$ cat config.mk
export PLATFORM = sky130hd
export DESIGN_NAME = xor_multiply_keystream_cipher_core
export DESIGN_NICKNAME = d
export VERILOG_FILES = /design/src/rtl/core/xmk_pkg.sv /design/src/rtl/core/xmk_round.sv /design/src/rtl/core/xor_multiply_keystream_cipher_core.sv
export VERILOG_INCLUDE_DIRS = /design/src /design/src/rtl/core
export SDC_FILE = /design/constraint.sdc
export NUM_CORES = 2
export LEC_CHECK = 0
export ABC_AREA = 0
export BUFFER_PORTS_ARGS = -buffer_cell sky130_fd_sc_hd__buf_2
export CAP_MARGIN = 20
export CORE_UTILIZATION = 40
export CTS_BUF_LIST = sky130_fd_sc_hd__clkbuf_16
export CTS_CLUSTER_DIAMETER = 200
export CTS_CLUSTER_SIZE = 30
export DETAILED_ROUTE_END_ITERATION = 6
export SKIP_CTS_REPAIR_TIMING = 1
export SYNTH_ARGS = -nofsm -noshare
export SYNTH_HDL_FRONTEND = slang
export SYNTH_SLANG_ARGS = --single-unit
$ cat constraint.sdc
create_clock -name clk -period 10.4 [get_ports clk]
set_input_delay 0.52 -clock clk [delete_from_list [all_inputs] [get_ports clk]]
set_output_delay 0.52 -clock clk [all_outputs]
set_load 0.02 [all_outputs]
$ cat src/rtl/core/xor_multiply_keystream_cipher_core_macros.svh
// ----------------------------------------------------------------------------
// xor multiply keystream cipher assertion macros
// shared property wrappers for the cipher core checks
// ----------------------------------------------------------------------------
`ifndef XOR_MULTIPLY_KEYSTREAM_CIPHER_CORE_MACROS_SVH
`define XOR_MULTIPLY_KEYSTREAM_CIPHER_CORE_MACROS_SVH

// same-cycle implication
`define XMK_ASSERT_NOW(label, ante, cons) \
    label: assert property (@(posedge clk) disable iff (!rst_n) (ante) |-> (cons)) \
        else $error("xmk check failed (same cycle)");

// next-cycle implication
`define XMK_ASSERT_NEXT(label, ante, cons) \
    label: assert property (@(posedge clk) disable iff (!rst_n) (ante) |=> (cons)) \
        else $error("xmk check failed (next cycle)");

`endif

$ cat src/rtl/core/xmk_pkg.sv
// ----------------------------------------------------------------------------
// xmk_pkg
// shared widths, state types and codes of the keystream cipher core
// ----------------------------------------------------------------------------
package xmk_pkg;

    localparam int WORD_W            = 32;
    localparam int BYTE_W            = 8;
    localparam int WORD_BYTES        = WORD_W / BYTE_W;
    localparam int NUM_WORDS         = 16;
    localparam int NUM_PAIRS         = 6;
    localparam int SEED_WORDS        = 8;
    localparam int CFG_DATA_W        = 64;
    localparam int CFG_INDEX_W       = 2;
    localparam int COUNT_W           = 3;
    localparam int WARMUP_ROUNDS_DEF = 16;

    // tail words mixed after the pair updates
    localparam int TAIL_0 = 2 * NUM_PAIRS;
    localparam int TAIL_1 = TAIL_0 + 1;
    localparam int TAIL_2 = TAIL_0 + 2;
    localparam int TAIL_3 = TAIL_0 + 3;

    typedef logic [WORD_W-1:0]  word_t;
    typedef logic [COUNT_W-1:0] count_t;

    typedef struct packed {
        logic [NUM_WORDS-1:0][WORD_W-1:0] words;
        word_t                            accum_a;
        word_t                            accum_b;
    } mix_state_t;

    typedef enum logic [CFG_INDEX_W-1:0] {
        CFG_SEED_LOW   = 2'd0,
        CFG_SEED_HIGH  = 2'd1,
        CFG_MIX_SEED_A = 2'd2,
        CFG_MIX_SEED_B = 2'd3
    } cfg_index_t;

    typedef enum logic {
        CMD_RESTART = 1'b0,
        CMD_CIPHER  = 1'b1
    } cmd_t;

endpackage

$ cat src/rtl/core/xmk_round.sv
// ----------------------------------------------------------------------------
// xmk_round
// one mixing round: six pair updates with multiply by 131, tail word mixing
// ----------------------------------------------------------------------------
module xmk_round
(
    input  xmk_pkg::mix_state_t state_in,
    output xmk_pkg::mix_state_t state_out
);
    import xmk_pkg::*;

    localparam word_t MIX_MULT = word_t'(131);
    localparam word_t ONE      = word_t'(1);

    logic [NUM_WORDS-1:0][WORD_W-1:0] words;
    word_t                            acc_a;
    word_t                            acc_b;
    word_t                            lo;
    word_t                            hi;
    word_t                            new_lo;
    word_t                            new_hi;

    always_comb
    begin
        words = state_in.words;
        acc_a = state_in.accum_a;
        acc_b = state_in.accum_b;
        for (int k = 0; k < NUM_PAIRS; k++)
        begin
            lo     = state_in.words[k];
            hi     = state_in.words[k + NUM_PAIRS];
            new_lo = lo ^ ((hi + ONE) * MIX_MULT);
            new_hi = (lo + ONE) * MIX_MULT;
            words[k]             = new_lo;
            words[k + NUM_PAIRS] = new_hi;
            acc_a = acc_a ^ new_lo;
            acc_b = acc_b ^ new_hi;
        end
        state_out.words          = words;
        state_out.words[TAIL_0]  = words[TAIL_0] ^ words[TAIL_1];
        state_out.words[TAIL_1]  = words[TAIL_1] ^ words[TAIL_2];
        state_out.words[TAIL_2]  = words[TAIL_2] ^ acc_a;
        state_out.words[TAIL_3]  = words[TAIL_3] ^ acc_b;
        state_out.accum_a        = acc_a;
        state_out.accum_b        = acc_b;
    end

endmodule

$ cat src/rtl/core/xor_multiply_keystream_cipher_core.sv
// an accepted word's result is registered in the output register, valid in the next cycle
// throughput: one word per cycle outside warm-up and output stalls; state advances per ciphered word
// restart: its empty result is registered like any word, then warm-up rounds counted down from
// WARMUP_ROUNDS run on the same round unit with the input held off
// reset: asynchronous active low, clears seeds, state, key and output valid
// ----------------------------------------------------------------------------
// xor_multiply_keystream_cipher_core
// 32-bit xor and multiply keystream cipher with seed configuration port
// ----------------------------------------------------------------------------
`include "xor_multiply_keystream_cipher_core_macros.svh"

module xor_multiply_keystream_cipher_core
#(
    parameter int WARMUP_ROUNDS = xmk_pkg::WARMUP_ROUNDS_DEF
)
(
    input  logic                             clk,
    input  logic                             rst_n,
    input  logic                             cfg_we,
    input  logic [xmk_pkg::CFG_INDEX_W-1:0]  cfg_index,
    input  logic [xmk_pkg::CFG_DATA_W-1:0]   cfg_data,
    input  logic                             in_valid,
    output logic                             in_ready,
    input  logic                             command,
    input  logic [xmk_pkg::WORD_W-1:0]       data_in,
    input  logic [xmk_pkg::COUNT_W-1:0]      byte_count,
    output logic                             out_valid,
    input  logic                             out_ready,
    output logic [xmk_pkg::WORD_W-1:0]       data_out,
    output logic [xmk_pkg::COUNT_W-1:0]      out_count
);
    import xmk_pkg::*;

    localparam int CNT_W = $clog2(WARMUP_ROUNDS + 2);
    localparam count_t FULL_COUNT = count_t'(WORD_BYTES);

    logic [CFG_DATA_W-1:0] seed_low_reg;
    logic [CFG_DATA_W-1:0] seed_high_reg;
    logic [BYTE_W-1:0]     mix_seed_a_reg;
    logic [BYTE_W-1:0]     mix_seed_b_reg;

    mix_state_t            state_reg;
    mix_state_t            state_next;
    mix_state_t            round_out;
    mix_state_t            seed_state;
    word_t                 key_reg;
    word_t                 key_next;
    logic [CNT_W-1:0]      warm_cnt_reg;
    logic [CNT_W-1:0]      warm_cnt_next;

    logic                  out_valid_reg;
    word_t                 data_out_reg;
    count_t                out_count_reg;

    logic                  busy;
    logic                  in_fire;
    logic                  is_restart;
    logic                  is_cipher;
    logic                  restart_fire;
    count_t                count_sat;
    word_t                 lane_mask;
    word_t                 cipher_word;

    // configuration registers
    always_ff @(posedge clk or negedge rst_n)
    begin
        if (!rst_n)
        begin
            seed_low_reg   <= '0;
            seed_high_reg  <= '0;
            mix_seed_a_reg <= '0;
            mix_seed_b_reg <= '0;
        end
        else if (cfg_we)
        begin
            unique case (cfg_index_t'(cfg_index))
                CFG_SEED_LOW:   seed_low_reg   <= cfg_data;
                CFG_SEED_HIGH:  seed_high_reg  <= cfg_data;
                CFG_MIX_SEED_A: mix_seed_a_reg <= cfg_data[BYTE_W-1:0];
                CFG_MIX_SEED_B: mix_seed_b_reg <= cfg_data[BYTE_W-1:0];
            endcase
        end
    end

    xmk_round u_round
    (
        .state_in  (state_reg),
        .state_out (round_out)
    );

    assign busy         = (warm_cnt_reg != '0);
    assign in_ready     = !busy && (!out_valid_reg || out_ready);
    assign in_fire      = in_valid && in_ready;
    assign is_restart   = (cmd_t'(command) == CMD_RESTART);
    assign count_sat    = (byte_count > FULL_COUNT) ? FULL_COUNT : byte_count;
    assign is_cipher    = !is_restart && (byte_count != '0);
    assign restart_fire = in_fire && is_restart;

    // seed unpacking, one byte per state word
    always_comb
    begin
        for (int j = 0; j < SEED_WORDS; j++)
        begin
            seed_state.words[j]              = word_t'(seed_low_reg[j*BYTE_W +: BYTE_W]);
            seed_state.words[j + SEED_WORDS] = word_t'(seed_high_reg[j*BYTE_W +: BYTE_W]);
        end
        seed_state.accum_a = word_t'(mix_seed_a_reg);
        seed_state.accum_b = word_t'(mix_seed_b_reg);
    end

    always_comb
    begin
        for (int b = 0; b < WORD_BYTES; b++)
        begin
            lane_mask[b*BYTE_W +: BYTE_W] = {BYTE_W{count_sat > count_t'(b)}};
        end
    end

    assign key_next    = key_reg ^ round_out.words[TAIL_0] ^ round_out.words[TAIL_1]
                       ^ round_out.words[TAIL_2] ^ round_out.words[TAIL_3];
    assign cipher_word = (data_in ^ key_next) & lane_mask;

    always_comb
    begin
        state_next    = state_reg;
        warm_cnt_next = warm_cnt_reg;
        if (busy)
        begin
            state_next    = round_out;
            warm_cnt_next = warm_cnt_reg - CNT_W'(1);
        end
        else if (in_fire && is_restart)
        begin
            state_next    = seed_state;
            warm_cnt_next = CNT_W'(WARMUP_ROUNDS);
        end
        else if (in_fire && is_cipher)
        begin
            state_next = round_out;
        end
    end

    always_ff @(posedge clk or negedge rst_n)
    begin
        if (!rst_n)
        begin
            state_reg    <= '0;
            key_reg      <= '0;
            warm_cnt_reg <= '0;
        end
        else
        begin
            state_reg    <= state_next;
            warm_cnt_reg <= warm_cnt_next;
            if (in_fire && is_restart)
            begin
                key_reg <= '0;
            end
            else if (in_fire && is_cipher)
            begin
                key_reg <= key_next;
            end
        end
    end

    // output word register
    always_ff @(posedge clk or negedge rst_n)
    begin
        if (!rst_n)
        begin
            out_valid_reg <= 1'b0;
            data_out_reg  <= '0;
            out_count_reg <= '0;
        end
        else if (in_fire)
        begin
            out_valid_reg <= 1'b1;
            data_out_reg  <= is_cipher ? cipher_word : '0;
            out_count_reg <= is_cipher ? count_sat : '0;
        end
        else if (out_ready)
        begin
            out_valid_reg <= 1'b0;
        end
    end

    assign out_valid = out_valid_reg;
    assign data_out  = data_out_reg;
    assign out_count = out_count_reg;

    `XMK_ASSERT_NOW(a_no_accept_in_warmup, busy, !in_ready)
    `XMK_ASSERT_NEXT(a_restart_loads_count, restart_fire, warm_cnt_reg == CNT_W'(WARMUP_ROUNDS))
    `XMK_ASSERT_NEXT(a_restart_empty, restart_fire, out_valid && {data_out, out_count} == '0)
    `XMK_ASSERT_NOW(a_count_in_range, out_valid, out_count <= FULL_COUNT)

endmodule

==> results.sh <==
export IMPL_hold_depth=2
export IMPL_syn_inst=9403
export IMPL_setup_viol=0
export IMPL_grt_max_degree=190
export IMPL_grt_pass1_wl_mm=424.5
export IMPL_tns_ns=0
export IMPL_portBuffers=143
export IMPL_synth_most_common_cell="inv_1"
export IMPL_wl_per_cell_um=24.01
export IMPL_drcViolationCount=0
export IMPL_gr_usage_met3_pct=3.322
export IMPL_ys_seq_area_share_pct=24.21
export IMPL_gp_congestion=0.9877
export IMPL_dr_pass1_iters=5
export IMPL_ios=144
export IMPL_insertion_delay_ns=0.82
export IMPL_top_usage_layer="met2"
export IMPL_hold_start="cfg_data[62]"
export IMPL_status="completed"
export IMPL_worst_slew_pin_slew_ns=1.319
export IMPL_ys_ff_latch=793
export IMPL_first_iter_violations=5515
export IMPL_criticalPathCategory="flop to flop"
export IMPL_via_per_inst=5.423
export IMPL_clock_sinks=793
export IMPL_area_delta_synth_final_pct=5.806
export IMPL_overflow=0
export IMPL_gr_usage_met1_pct=38.11
export IMPL_reg2regPathDepth=25
export IMPL_drt_wl_total_mm=289.1
export IMPL_cp_start_kind="flop"
export IMPL_drive_gt1_share_pct=4.963
export IMPL_crit_path_end_kind="flop"
export IMPL_holdCritPathClass="input pin to flop"
export IMPL_worst_path_max_fanout=10
export IMPL_antenna_found_initial=3
export IMPL_crit_cells=25
export IMPL_die_h_um=454.6
export IMPL_hpwl_mm=237.5
export IMPL_synth_cell_types=109
export IMPL_synth_top_area_share_pct=24.21
export IMPL_grt_pass1_vias=62480
export IMPL_hold_end="seed_high_reg[62]"
export IMPL_clockBufferDepth=3
export IMPL_synthTopCellsByArea="dfrtp_1 (24%), ha_1 (16%), xnor2_1 (11%)"
export IMPL_cts_buffers=30
export IMPL_synth_warnings=0
export IMPL_drv_slew=0
export IMPL_nets=10820
export IMPL_die_width_um=454.6
export IMPL_ys_top_cells_by_count="inv_1 (1514), ha_1 (1056), xnor2_1 (1055)"
export IMPL_slowest_delay_ns=1.04
export IMPL_met2_usage_pct=43.56
export IMPL_reg2reg_from="state_reg[352]"
export IMPL_synth_largest_area_cell="dfrtp_1"
export IMPL_h_tree_depth=1
export IMPL_core_area_um2=202900
export IMPL_critical_path_required_ns=11.02
export IMPL_cp_arrival_ns=9.76
export IMPL_max_freq_ghz=0.1094
export IMPL_core_rowCount=165
export IMPL_finish_utilization_pct=42.73
export IMPL_start_util_pct=40.38
export IMPL_relSlewSlack_pct=12.06
export IMPL_netlist_area_um2=81950
export IMPL_async_flop_share_pct=100.0
export IMPL_clkTransAtPathRegs_ns=0.13
export IMPL_grt_util_all_layers_pct=27.81
export IMPL_crit_slowest_cell="nor3_1"
export IMPL_rsz0062_at_grt="no"
export IMPL_rr_endpoint="data_out[30]"
export IMPL_clock_skew_ns=0.09624
export IMPL_crit_family="compound AO/OA/AOI/OAI gates"
export IMPL_synthesis_nets=10850
export IMPL_ctsRootBufferMaster="clkbuf_16"
export IMPL_cp_num_buf_inv=2
export IMPL_synth_edf_count=0
export IMPL_startpoint="state_reg[352]"
export IMPL_finalHoldViolCount=0
export IMPL_num_vias=65310
export IMPL_crit_top_cell="ha_1"
export IMPL_post_route_min_period_ns=9.143
export IMPL_synth_ff_type="dfrtp_1"
export IMPL_finalCritPeriodShare_pct=87.91
export IMPL_antenna_left=0
export IMPL_syn_area_per_cell_um2=8.716
export IMPL_cts_tree="done"
export IMPL_die_area_um2=206700
export IMPL_maxCapViolations=0
export IMPL_reg2reg_slack_ns=1.26
export IMPL_largest_register_ffs=576
==> worst register-to-register path: stages, from the launching register on <==
cell and delay, ns:
dfrtp_1 0.65, ha_1 0.32, nand3_1 0.15, nor3_1 1.04, and2_1 0.37, nand2_1 0.10
xnor2_1 0.53, ha_1 0.35, ha_1 0.27, inv_1 0.04, fa_1 0.48, inv_1 0.04
ha_1 0.34, a21o_1 0.20, a21o_1 0.22, a2111oi_4 0.34, o22a_2 0.18, o31ai_2 0.12
a221oi_4 0.64, o21ai_2 0.30, a311oi_2 0.68, xnor2_1 0.49, xnor3_2 0.49, xnor3_1 0.41
xor2_1 0.16, o21ai_1 0.08
==> worst max path at each step <==
stage,endpoint,slack (ns)
after global placement,data_out[30],1.52
after CTS,data_out[30],1.46
after global routing,data_out[30],1.17
after detailed placement,data_out[30],1.51
final,data_out[30],1.26
after floorplan,data_out[30],4.14
==> cell type report <==
type	count	area [µm²]
sequential	793	19840
timing repair buffer	244	1722
fill	20090	116200
antenna	3	7.507
clock buffer	30	750.7
inverter	1514	5683
tap	2672	3343
clock inverter	2	50.05
multi-input combinational	6786	55310
==> logic make-up after synthesis <==
logic type               count (synthesis)  share of synthesized area (%)
XOR/XNOR                              1578                          18.11
adder cells (fa/ha/maj)               1344                          23.16
AO/OA/AOI/OAI                         1481                          11.54
multiplexers                           152                          2.082
flip-flops                             793                          24.21
buffers and inverters                 1824                          8.405
AND/OR/NAND/NOR                       2231                          12.49
==> layer usage <==
metal  part of all wire [%]  wire (µm)
met1                     44     127900
met2                     44     127700
met3                    6.1      17610
met4                    5.5      15920
met5                  0.012         35
==> metrics by stage <==
stage                     area, µm²  instances  worst slack, ns  hold slack [ns]
after floorplan               81950       9403            4.137           0.2244
after global placement        85420      11960            1.521           0.4540
after detailed placement      85490      11970            1.514           0.4575
after CTS                     86300      12000            1.456          -0.2170
after global routing          86700      12040            1.170         0.002146
final                         86710      12040            1.257          0.01527
==> cells in the final DEF (no fill, tap or decap), drive strengths merged, types with 28 or more instances in the layout <==
cell,count
fa,288
and3,81
xor2,448
o22ai,28
o21ai,307
or3,52
inv,1515
clkbuf,30
dfrtp,793
nor2b,37
nor3,83
nand2b,36
nor2,639
ha,1056
dlygate4sd3,39
o211ai,30
a31oi,47
o21a,68
a21oi,472
mux2,148
a211oi,146
nand4,96
xnor2,1059
nand2,809
buf,205
a21o,146
o21bai,39
nand3,218
xnor3,65
a311oi,40
and2,59
and4,51
Power is left out: the tool's default activity adds up to more than one toggle a clock period on the data nets, which glitch-free logic cannot reach.
